### src/rtl/core/ms_ram.sv
`timescale 1ns / 1ps
// ----------------------------------------------------------------------------
// ms_ram
// Generic RAM: one write port, two read ports, registered read data.
// ----------------------------------------------------------------------------
module ms_ram #(
  parameter int unsigned Width = 32,
  parameter int unsigned Depth = 64
) (
  input  logic                     clk_i,
  input  logic                     we_i,
  input  logic [$clog2(Depth)-1:0] waddr_i,
  input  logic [Width-1:0]         wdata_i,
  input  logic [$clog2(Depth)-1:0] raddr0_i,
  input  logic [$clog2(Depth)-1:0] raddr1_i,
  output logic [Width-1:0]         rdata0_o,
  output logic [Width-1:0]         rdata1_o
);

  logic [Width-1:0] mem_q [Depth];

  // write port
  always_ff @(posedge clk_i) begin
    if (we_i) begin
      mem_q[waddr_i] <= wdata_i;
    end
  end

  // registered read ports
  always_ff @(posedge clk_i) begin
    rdata0_o <= mem_q[raddr0_i];
    rdata1_o <= mem_q[raddr1_i];
  end

endmodule

### config.mk
export PLATFORM = sky130hd
export DESIGN_NAME = ms_ram
export DESIGN_NICKNAME = d
export VERILOG_FILES = /design/src/rtl/core/ms_ram.sv
export SDC_FILE = /design/constraint.sdc
export NUM_CORES = 2
export LEC_CHECK = 0
export BUFFER_PORTS_ARGS = -buffer_cell sky130_fd_sc_hd__buf_2
export CORE_UTILIZATION = 30
export DETAILED_ROUTE_END_ITERATION = 7
export PLACE_DENSITY = 0.54
export SLEW_MARGIN = 20
export SYNTH_ARGS = -nofsm -noshare
export SYNTH_HDL_FRONTEND = slang
export SYNTH_SLANG_ARGS = --single-unit
export TNS_END_PERCENT = 1
### constraint.sdc
create_clock -name clk_i -period 3.9 [get_ports clk_i]
set_clock_uncertainty 0.1 [all_clocks]
set_input_delay 0.39 -clock clk_i [delete_from_list [all_inputs] [get_ports clk_i]]
set_output_delay 0.39 -clock clk_i [all_outputs]
set_load 0.1 [all_outputs]
==> metrics.md <==
| Metric | Value |
|---|---|
| CP max stage delay | 0.81 ns |
| Total power draw | 51.38 mW |
| Synth-to-layout area growth | 16.94% |
| Buf/Inv on CP | 4 |
| DR WL met2 | 158300 microns |
| Uppermost signal routing layer after detailed routing | met5 |
| Most used flip-flop cell after synthesis | sky130_fd_sc_hd__edfxtp_1 |
| CP max stage cell | sky130_fd_sc_hd__a21oi_1 |
| Combinational family with the most area after synthesis | multiplexers |
| Initial detailed-routing violation count | 6068 |
| Max transition margin | 0.2473 |
| Later-pin clock latency in the skew report | 0.90 ns |
| Die area | 0.3211 sq mm |
| Met1 layer wirelength in the final routing | 130100 microns |
| Horiz. Die Dim | 566.7 microns |
| CP Depth | 9 |
| Most frequent standard cell in the layout excluding fill and tap cells | sky130_fd_sc_hd__edfxtp_1 |
| Transition time at the pin with the least slew margin | 1.129 ns |
| Synthesized net count | 4464 |
| PnR worst setup slack | 0.9703 ns |
| Clock transition time at the flip-flop clock pins of the worst setup and hold paths | 0.06 ns |
| Cts bufs inserted | 218 |
| Max VDD drop | 361.4 uV |
| Detailed placement HPWL | 194200 microns |
| Via/cell ratio | 5.769 |
| CTS tree | built |
| Total leakage power | 34.76 nW |
| Number of antenna violations at the first check in global routing | 29 |
| Compound-Gate Fraction of Synth Area | 0.02392 |
| List of cells traversed by the critical path | dlygate4sd3_1 > buf_4 > buf_4 > nand2_2 > buf_4 > o221ai_1 > a21oi_1 > nor2_1 > o22ai_1 |
| Min-Delay Path Depth | 1 |
| Number of cells traversed by the worst register-to-register path | 5 |
| Maximum net fanout on the critical path | 20 |
| Die height | 566.7 microns |
| Detailed-router iteration count before antenna repair | 7 |
| Largest delay share family, worst path | buffers and inverters |
| Commonest cells after routing, fill and taps aside | sky130_fd_sc_hd__edfxtp_1, sky130_fd_sc_hd__mux4_2, sky130_fd_sc_hd__buf_4 |
| GP Congestion | 0.7967 |
| Simple-gate portion of the synthesized area | 0.01133 |
| Worst slack at placement | 0.2407 ns |
| Via count of the first global-routing pass | 53450 |
| Final setup violation count | 0 |
| Site Rows | 206 |
| Core area | 0.3160 sq mm |
| Number of synthesis warnings | 0 |
| Final period utilization | 0.7512 |
| Clock buffer depth | 4 |
| Outcome | complete, but fails checks |
| Post-route DRC violation count | 0 |
| Post-route cell area | 0.1119 sq mm |
| Worst Setup Start Kind | input pin |
| Sequential cell area fraction in the yosys report | 0.6563 |
| Proportion of layout cells with a drive suffix above 1 | 0.4042 |
| EDFF count, synth | 2048 |
| Post-synthesis adder-cell area fraction | 0 |
| Overall routed net length | 321700 microns |
| Required @ worst endpoint | 4.58 ns |
| Initial Util | 0.3027 |
| TritonCTS Sinks | 2112 |
| Total grt overflow | 0 |
| Nets | 4825 |
| Crit path DAT | 3.61 ns |
| Hold violation total from the final report | 1 |
| IO Pins | 116 |
| Setup repair after global routing missed its margin | no |
| CTS root buffer | sky130_fd_sc_hd__clkbuf_16 |
| Failing checks | negative hold slack |
| Xor and xnor area share after synthesis | 0 |
| Gate count after technology mapping | 4412 |
| Synth async-reset ratio | 0 |
| Overall global routing resource usage | 0.1971 |
| Drt wl/cell | 35.28 microns |
| Count of different cell masters after synthesis | 38 |
| Worst hold slack across all endpoints | -0.01779 ns |
| Average cell area after synthesis | 21.68 sq um |
| Most frequent CP cell | sky130_fd_sc_hd__buf_4 |
| Clock period minus final worst setup slack | 2.930 ns |
| Kind of critical path | input pin to flip-flop |
| Flip-flop and latch count after synthesis | 2112 |
| Capturing element type of the critical path | flip-flop |
| Global-route wire length before repair | 445300 microns |
| Final count of pins violating max slew | 0 |
| Ratio of total power to cell area | 459.3 mW/mm^2 |
| ANT nets after route | 0 |
| CTS resizes | 0 |
| Input/output buffers | 115 |
| Summed negative setup slack over all endpoints | 0 ns |
| Max-cap violations | 0 |
| Path type of the worst min-delay path | input pin to flip-flop |
| Cell area after technology mapping | 0.09566 sq mm |
| Largest net degree at the start of global routing | 77 |
| Total via count in the routed design | 52600 |
| Mux share of post-synthesis cell area | 0.2902 |
| Upper clock frequency limit | 0.3413 GHz |
| Post-DP Area | 0.1043 sq mm |
| Total number of H-tree levels | 4 |
| Detail Route met3 WL | 24650 microns |
-- per-layer routing --
| metal | GRT usage | vias up |
|---|---|---|
| li1 | - | 20250 |
| met1 | 0.2648 | 29480 |
| met2 | 0.3285 | 2426 |
| met3 | 0.03336 | 441 |
| met4 | 0.05582 | 8 |
| met5 | 0 | - |
-- logic make-up after synthesis --
family | after synthesis
muxes | 1364
DFF | 2112
buffers and inverters | 348
and+or+nand+nor | 248
AOI/OAI and AO/OA | 340
-- state kept, by name (all words and copies together) (netlist names) --
signal    flops
rdata1_o     32
rdata0_o     32
mem_q      2048
-- stage by stage --
step	cells	util
2_1_floorplan	4412	-
3_3_place_gp	8676	0.3302
3_5_place_dp	8676	0.3302
4_1_cts	9081	0.3528
5_1_grt	9114	0.3540
6_report	9119	0.3540
-- final timing paths --
| path | from | to | slack (ns) |
|---|---|---|---|
| min | wdata_i[4] | mem_q[12][4] | -0.02 |
| max | raddr0_i[5] | rdata0_o[14] | 0.97 |
| min reg2reg | mem_q[36][21] | rdata0_o[21] | 0.76 |
| max reg2reg | mem_q[47][4] | rdata0_o[4] | 1.37 |
-- power breakdown --
group,total (mW),internal (mW),leakage (nW),switching (mW)
registers,25.3,25.1,19.0,0.194
logic,4.98,1.82,12.4,3.16
clock network,21.1,12.1,3.44,8.98
-- layout make-up --
cell class	instances	area, sq um
multi-input cells	1952	31650
well taps	4160	5205
fillers	28990	204100
inverters	1	3.754
flip-flops and latches	2112	62780
clock inverters	114	1201
clock buffers	279	5828
repair buffers	488	5161
diodes	13	32.53
-- timing repair --
action	CTS	global route
setup buffers	0	0
endpoints found under the hold margin	79	421
hold buffers	12	23
-- cells in the mapped netlist (9+ instances only) --
master                        n  area, sq um
sky130_fd_sc_hd__a32oi_1      9        78.83
sky130_fd_sc_hd__edfxtp_1  2048        61500
sky130_fd_sc_hd__nand3_1      9        45.04
sky130_fd_sc_hd__buf_6       11        123.9
sky130_fd_sc_hd__nand2_1     93        349.1
sky130_fd_sc_hd__mux2i_1    204         2042
sky130_fd_sc_hd__o21ai_1     31        155.2
sky130_fd_sc_hd__mux4_2    1124        25310
sky130_fd_sc_hd__clkbuf_1   135        506.7
sky130_fd_sc_hd__mux2_2      36        405.4
sky130_fd_sc_hd__a22oi_1     85        638.1
sky130_fd_sc_hd__a211oi_1    15        112.6
sky130_fd_sc_hd__o21ai_0     18        90.09
sky130_fd_sc_hd__a21oi_1     58        290.3
sky130_fd_sc_hd__o22ai_1     56        350.3
sky130_fd_sc_hd__a221oi_1    13        113.9
sky130_fd_sc_hd__o211ai_1    27        202.7
sky130_fd_sc_hd__o32a_1       9        90.09
sky130_fd_sc_hd__buf_1       25        93.84
sky130_fd_sc_hd__dfxtp_1     64         1281
sky130_fd_sc_hd__o221ai_1    16        140.1
sky130_fd_sc_hd__buf_2      121        605.6
sky130_fd_sc_hd__buf_4       55        412.9
sky130_fd_sc_hd__nor2b_1     19        118.9
sky130_fd_sc_hd__nor2_1      94        352.8
Note: power is estimated with default switching activity, not from simulation.
