--- src/rtl/core/ms_pkg.sv ---
`timescale 1ns / 1ps
// ----------------------------------------------------------------------------
// ms_pkg
// Shared sizes, types and the store control bundle of the merge sorter.
// ----------------------------------------------------------------------------
package ms_pkg;

  localparam int unsigned Elements = 64;
  localparam int unsigned DataW    = 32;
  localparam int unsigned AddrW    = $clog2(Elements);
  localparam int unsigned CntW     = $clog2(Elements + 1);

  typedef logic [DataW-1:0] data_t;
  typedef logic [AddrW-1:0] addr_t;
  typedef logic [CntW-1:0]  cnt_t;

  // control of the two ping-pong stores, driven by the sequencer
  typedef struct packed {
    addr_t rd0_addr;
    addr_t rd1_addr;
    logic  a_we;
    addr_t a_waddr;
    logic  b_we;
    addr_t b_waddr;
    data_t wdata;
  } ram_ctrl_t;

  // one sorted item handed to the output register
  typedef struct packed {
    logic  push;
    data_t data;
    logic  last;
    logic  ovf;
  } emit_t;

endpackage

--- src/rtl/core/ms_pick.sv ---
`timescale 1ns / 1ps
// ----------------------------------------------------------------------------
// ms_pick
// Shared compare unit: picks the next merge element from the two run heads.
// ----------------------------------------------------------------------------
module ms_pick (
  input  ms_pkg::data_t left_i,
  input  ms_pkg::data_t right_i,
  input  logic          left_ok_i,
  input  logic          right_ok_i,
  output logic          take_left_o,
  output ms_pkg::data_t pick_o
);
  import ms_pkg::*;

  logic left_less;

  // signed compare, a tie goes to the right run
  assign left_less   = $signed(left_i) < $signed(right_i);
  assign take_left_o = left_ok_i && (!right_ok_i || left_less);
  assign pick_o      = take_left_o ? left_i : right_i;

endmodule

--- src/rtl/core/ms_ctrl.sv ---
`timescale 1ns / 1ps
// ----------------------------------------------------------------------------
// ms_ctrl
// Sequencer: loads items, runs bottom-up merge passes between the two stores
// one element per cycle between setups, then streams the sorted set out.
// ----------------------------------------------------------------------------
module ms_ctrl (
  input  logic              clk_i,
  input  logic              rst_ni,
  input  logic              in_valid_i,
  input  logic              in_last_i,
  input  ms_pkg::data_t     in_value_i,
  output logic              in_ready_o,
  input  logic              out_free_i,
  output ms_pkg::emit_t     emit_o,
  output ms_pkg::ram_ctrl_t ram_o,
  input  ms_pkg::data_t     a_rd0_i,
  input  ms_pkg::data_t     a_rd1_i,
  input  ms_pkg::data_t     b_rd0_i,
  input  ms_pkg::data_t     b_rd1_i
);
  import ms_pkg::*;

  localparam logic [2:0] StLoad  = 3'd0;
  localparam logic [2:0] StSetup = 3'd1;
  localparam logic [2:0] StMerge = 3'd2;
  localparam logic [2:0] StPrime = 3'd3;
  localparam logic [2:0] StEmit  = 3'd4;

  logic [2:0] state_q, state_d;
  cnt_t       cnt_q, cnt_d;
  logic       ovf_q, ovf_d;
  cnt_t       width_q, width_d;
  cnt_t       lo_q, lo_d;
  cnt_t       mid_q, mid_d;
  cnt_t       hi_q, hi_d;
  cnt_t       i_q, i_d;
  cnt_t       j_q, j_d;
  cnt_t       k_q, k_d;
  cnt_t       e_q, e_d;
  logic       srcb_q, srcb_d;

  logic  accept;
  logic  left_ok, right_ok, take_left;
  data_t left_data, right_data, pick_data;
  cnt_t  cnt_inc, width2, mid_sum, hi_sum, mid_calc, hi_calc, lo_next;

  // run heads come from the store that is the source of this pass
  assign left_data  = srcb_q ? b_rd0_i : a_rd0_i;
  assign right_data = srcb_q ? b_rd1_i : a_rd1_i;
  assign left_ok    = i_q < mid_q;
  assign right_ok   = j_q < hi_q;

  ms_pick u_pick (
    .left_i     (left_data),
    .right_i    (right_data),
    .left_ok_i  (left_ok),
    .right_ok_i (right_ok),
    .take_left_o(take_left),
    .pick_o     (pick_data)
  );

  // merge bounds, clipped to the loaded count
  assign width2   = cnt_t'(width_q << 1);
  assign mid_sum  = lo_q + width_q;
  assign hi_sum   = lo_q + width2;
  assign mid_calc = (mid_sum > cnt_q) ? cnt_q : mid_sum;
  assign hi_calc  = (hi_sum > cnt_q) ? cnt_q : hi_sum;
  assign lo_next  = hi_sum;
  assign cnt_inc  = cnt_q + cnt_t'(1);

  assign in_ready_o = (state_q == StLoad);
  assign accept     = in_valid_i && in_ready_o;

  // sequencer
  always_comb begin
    state_d = state_q;
    cnt_d   = cnt_q;
    ovf_d   = ovf_q;
    width_d = width_q;
    lo_d    = lo_q;
    mid_d   = mid_q;
    hi_d    = hi_q;
    i_d     = i_q;
    j_d     = j_q;
    k_d     = k_q;
    e_d     = e_q;
    srcb_d  = srcb_q;
    ram_o.a_we    = 1'b0;
    ram_o.b_we    = 1'b0;
    ram_o.a_waddr = k_q[AddrW-1:0];
    ram_o.b_waddr = k_q[AddrW-1:0];
    ram_o.wdata   = pick_data;
    emit_o.push = 1'b0;
    emit_o.data = left_data;
    emit_o.last = 1'b0;
    emit_o.ovf  = 1'b0;

    unique case (state_q)
      StLoad: begin
        if (accept) begin
          if (cnt_q < cnt_t'(Elements)) begin
            ram_o.a_we    = 1'b1;
            ram_o.a_waddr = cnt_q[AddrW-1:0];
            ram_o.wdata   = in_value_i;
            cnt_d         = cnt_inc;
          end else begin
            ovf_d = 1'b1;
          end
          if (in_last_i) begin
            width_d = cnt_t'(1);
            lo_d    = '0;
            srcb_d  = 1'b0;
            e_d     = '0;
            state_d = (cnt_d > cnt_t'(1)) ? StSetup : StPrime;
          end
        end
      end
      StSetup: begin
        mid_d   = mid_calc;
        hi_d    = hi_calc;
        i_d     = lo_q;
        j_d     = mid_calc;
        k_d     = lo_q;
        state_d = StMerge;
      end
      StMerge: begin
        // write the picked head into the destination store
        if (srcb_q) begin
          ram_o.a_we = 1'b1;
        end else begin
          ram_o.b_we = 1'b1;
        end
        k_d = k_q + cnt_t'(1);
        if (take_left) begin
          i_d = i_q + cnt_t'(1);
        end else begin
          j_d = j_q + cnt_t'(1);
        end
        if (k_d == hi_q) begin
          if (lo_next >= cnt_q) begin
            // pass done: swap stores and double the run length
            srcb_d  = ~srcb_q;
            width_d = width2;
            lo_d    = '0;
            e_d     = '0;
            state_d = (width2 >= cnt_q) ? StPrime : StSetup;
          end else begin
            lo_d    = lo_next;
            state_d = StSetup;
          end
        end
      end
      StPrime: begin
        state_d = StEmit;
      end
      StEmit: begin
        if (out_free_i) begin
          emit_o.push = 1'b1;
          emit_o.last = (e_q + cnt_t'(1)) == cnt_q;
          emit_o.ovf  = emit_o.last && ovf_q;
          e_d         = e_q + cnt_t'(1);
          if (emit_o.last) begin
            cnt_d   = '0;
            ovf_d   = 1'b0;
            state_d = StLoad;
          end
        end
      end
      default: begin
        state_d = StLoad;
      end
    endcase

    // read addresses lead the index registers so data lines up next cycle
    if (state_d == StPrime || state_d == StEmit) begin
      ram_o.rd0_addr = e_d[AddrW-1:0];
    end else begin
      ram_o.rd0_addr = i_d[AddrW-1:0];
    end
    ram_o.rd1_addr = j_d[AddrW-1:0];
  end

  // control registers
  always_ff @(posedge clk_i or negedge rst_ni) begin
    if (!rst_ni) begin
      state_q <= StLoad;
      cnt_q   <= '0;
      ovf_q   <= 1'b0;
      width_q <= '0;
      lo_q    <= '0;
      mid_q   <= '0;
      hi_q    <= '0;
      i_q     <= '0;
      j_q     <= '0;
      k_q     <= '0;
      e_q     <= '0;
      srcb_q  <= 1'b0;
    end else begin
      state_q <= state_d;
      cnt_q   <= cnt_d;
      ovf_q   <= ovf_d;
      width_q <= width_d;
      lo_q    <= lo_d;
      mid_q   <= mid_d;
      hi_q    <= hi_d;
      i_q     <= i_d;
      j_q     <= j_d;
      k_q     <= k_d;
      e_q     <= e_d;
      srcb_q  <= srcb_d;
    end
  end

endmodule

--- config.mk ---
export PLATFORM = sky130hd
export DESIGN_NAME = ms_ctrl
export DESIGN_NICKNAME = d
export VERILOG_FILES = /design/src/rtl/core/ms_pkg.sv /design/src/rtl/core/ms_pick.sv /design/src/rtl/core/ms_ctrl.sv
export SDC_FILE = /design/constraint.sdc
export NUM_CORES = 1
export LEC_CHECK = 0
export BUFFER_PORTS_ARGS = -buffer_cell sky130_fd_sc_hd__buf_2
export CORE_ASPECT_RATIO = 1.4
export CORE_MARGIN = 5
export CORE_UTILIZATION = 40
export CTS_CLUSTER_DIAMETER = 100
export CTS_CLUSTER_SIZE = 40
export DETAILED_ROUTE_END_ITERATION = 8
export PLACE_DENSITY_LB_ADDON = 0.08
export SYNTH_ARGS = -nofsm -noshare
export SYNTH_HDL_FRONTEND = slang
export SYNTH_SLANG_ARGS = --single-unit
--- constraint.sdc ---
create_clock -name clk_i -period 7.9 [get_ports clk_i]
set_clock_uncertainty 0.05 [all_clocks]
set_input_delay 0.395 -clock clk_i [delete_from_list [all_inputs] [get_ports clk_i]]
set_output_delay 0.395 -clock clk_i [all_outputs]
set_load 0.02 [all_outputs]
==> results.md <==
- Status: finished, final reports clean
- Post-CTS Setup Bufs: 0
- Worst reg2reg endpoint: i_q[2]$_DFF_PN0_
- Post-synth EDFFs: 0
- Syn Nets: 1117
- Synth Instances: 874
- Commonest non-fill, non-tap cells in the layout: 258 x buf_2, 107 x nand2_1, 78 x o21ai_0, 77 x ha_1, 72 x mux2_2
- Int Pwr: 1630 uW
- Leak: 0.00455 uW
- Critical Path End Type: output pin
- Commonest non-fill, non-tap cell in the layout: buf_2
- CTS H-tree lvls: 3
- Flop-to-flop setup slack: 3.18 ns
- Boundary Pins: 259
- Final WL: 26100 um
- Final ANT Viol Nets: 0
- CP Data Required Time: 7.46 ns
- P_sw: 1840 uW
- Max FO, Critical Path: 44
- Ys async rst share: 100%
- DP HPWL: 20900 um
- Sw Ratio: 53.1%
- Row count: 58
- Fin worst setup slack: 2.27 ns
- Hold_buf cts: 0
- TritonCTS clock tree: done
- Worst-path clk slew: 0.06 ns
- Number of setup violations in the final report: 0
- Sequential share of power: 16.2%
- Worst-Skew Late Latency: 0.34 ns
- Initial antenna violation count: 2
- Largest net degree at the start of global routing: 75
- Vias in the first global route: 7224
- Clock share of power: 13.0%
- Yosys cell types: 75
- Final core occ: 50.3%
- Cts repair resizes: 0
- DR vias/cell: 5.42
- Max_cap viols: 0
- Via count: 7289
- RSZ-0062 raised after global routing: no
- Pre-Repair DR Iteration Count: 5
- Startpoint Class: flip-flop
- Flops & latches, synth: 67
- Die width: 124 um
- Worst Hold Class: in -> async
- Max IR drop VDD: 0.247 mV
- Actual slew at the worst max-slew pin: 0.922 ns
- Area contributors post-synth: dfrtp_1 23%, ha_1 13%, mux2_2 11%
- Post-synthesis sequential area ratio: 22.9%
- Gpl congestion: 0.923
- Drt wl/cell: 19.4 um
- Wire length of the first global-routing pass: 40400 um
- Core area: 18000 um^2
- Critical path type: reg -> out
- Syn_area_per_cell: 8.39 um^2
- Post-synth top area share: 22.9%
- Fmax: 178 MHz
- Layout cells sized above 1: 34.1%
- Place WS: 2.53 ns
- Crit Reg-Reg Startpoint: srcb_q$_DFFE_PN0P_
- Power per cell area: 383 nW/um^2
- Die Area: 21200 um^2
- I/O Buffers: 258
- Clk sinks: 67
- Clk root buf: clkbuf_16
- Initial Utilization: 40.7%
- Slew headroom: 38.5%
- Synth Flop Type: dfrtp_1
- Residual DRC count: 0
- CTS buffer count: 9
- Fin crit period: 5.63 ns
- GRT overflow: 0
- Ys Warns: 0
- Final Hold Violating Endpoints: 0
- Post-synth top area cell: dfrtp_1
- Power after layout: 3470 uW
- CTS Buffer Depth: 2
- Period utilization: 71.3%
- Layout Nets: 1341
- Setup TNS: 0 ns
- DRT iter0 DRCs: 320
- Crit path DAT: 5.19 ns
- Logic pwr share: 70.8%
- GRT Util Overall: 24.1%
- Area Growth Syn to Fin: 23.5%
- Worst r2r path cells: 12
- Die extent in y: 170 um
- Cell area after synthesis: 7330 um^2
- Fin. max-slew vios: 0
==> worst max-delay path, cell delays in order, from the launching register on <==
cell      delay, ns
dfrtp_2        0.97
buf_4          0.44
mux2_2         0.40
ha_1           0.33
a22oi_1        0.19
o211ai_1       0.11
o22ai_1        0.18
o21a_1         0.16
a41oi_2        0.18
a21boi_4       0.72
buf_4          0.43
mux2i_1        0.12
o21ai_0        0.34
buf_2          0.25
==> area by class of cell <==
cell class,instances,area (um^2)
Clock buffer,10,239
Multi-Input combinational cell,686,5140
Tap cell,240,300
Timing Repair Buffer,267,1360
Inverter,67,251
Clock inverter,6,88.8
Sequential cell,67,1680
Antenna cell,2,5.00
Fill cell,1805,8940
==> worst max path at each step <==
stage | slack, ns | from | endpoint | depth (start not counted)
floorplan | 3.65 | srcb_q$_DFFE_PN0P_ | ram_o[10] | 16
global placement | 2.57 | srcb_q$_DFFE_PN0P_ | ram_o[0] | 13
detailed placement | 2.53 | srcb_q$_DFFE_PN0P_ | ram_o[0] | 13
CTS | 2.15 | srcb_q$_DFFE_PN0P_ | ram_o[0] | 13
global route | 1.88 | srcb_q$_DFFE_PN0P_ | ram_o[0] | 13
finish | 2.27 | srcb_q$_DFFE_PN0P_ | ram_o[0] | 13
==> cell usage after synthesis, drive strengths merged (8+ instances only) <==
master	number
nand3	24
o21ai	87
nand2	107
o211ai	9
xor2	18
mux2i	41
a21o	11
nand4	8
nor2b	9
clkbuf	27
nor2	34
buf	27
mux2	72
o21a	9
nor3	13
and2	8
ha	77
a22oi	8
dfrtp	67
inv	67
xnor2	13
a21oi	32
==> sequential cells by signal (all words and copies together), names as in the netlist <==
signal   cells
cnt_q        7
e_q          7
hi_q         7
i_q          7
j_q          7
k_q          7
mid_q        7
width_q      7
lo_q         6
state_q      3
ovf_q        1
srcb_q       1
==> routing by layer <==
layer	part of all wire, %	up-vias	GRT usage, %
met5	0	-	0
met4	2.8	0	8.30
met3	6.6	39	5.49
met2	52	257	45.1
met1	39	3390	26.7
li1	-	3603	-
==> cells by family (layout without fill, tap and decap cells) <==
group                      after synthesis  after routing  synth area share (%)
and+or+nand+nor                        249            249                  16.5
adders and majority gates               78             78                  13.4
other                                    0              2                     0
muxes                                  113            113                  16.7
DFF                                     67             67                  22.9
buffers and inverters                  121            350                  7.35
AOI/OAI and AO/OA                      215            215                  19.5
xor gates and xnor gates                31             31                  3.70
==> power groups by stage <==
stage / Combinational (uW) / Sequential (uW) / Clock, uW
after floorplan: 1820 / 508 / 0
after global placement: 2470 / 567 / 0
after detailed placement: 2480 / 565 / 0
after CTS: 2490 / 561 / 456
after global routing: 2670 / 577 / 473
final: 2460 / 563 / 450
==> through the flow <==
step	cell area (um^2)	hold WS, ns	instances
2_1_floorplan	7330	0.0494	874
4_1_cts	9050	0.255	1343
6_report	9060	0.210	1345
3_3_place_gp	8720	0.415	1327
5_1_grt	9060	0.297	1345
3_5_place_dp	8720	0.421	1327
Power figures use the tool's default switching activity.
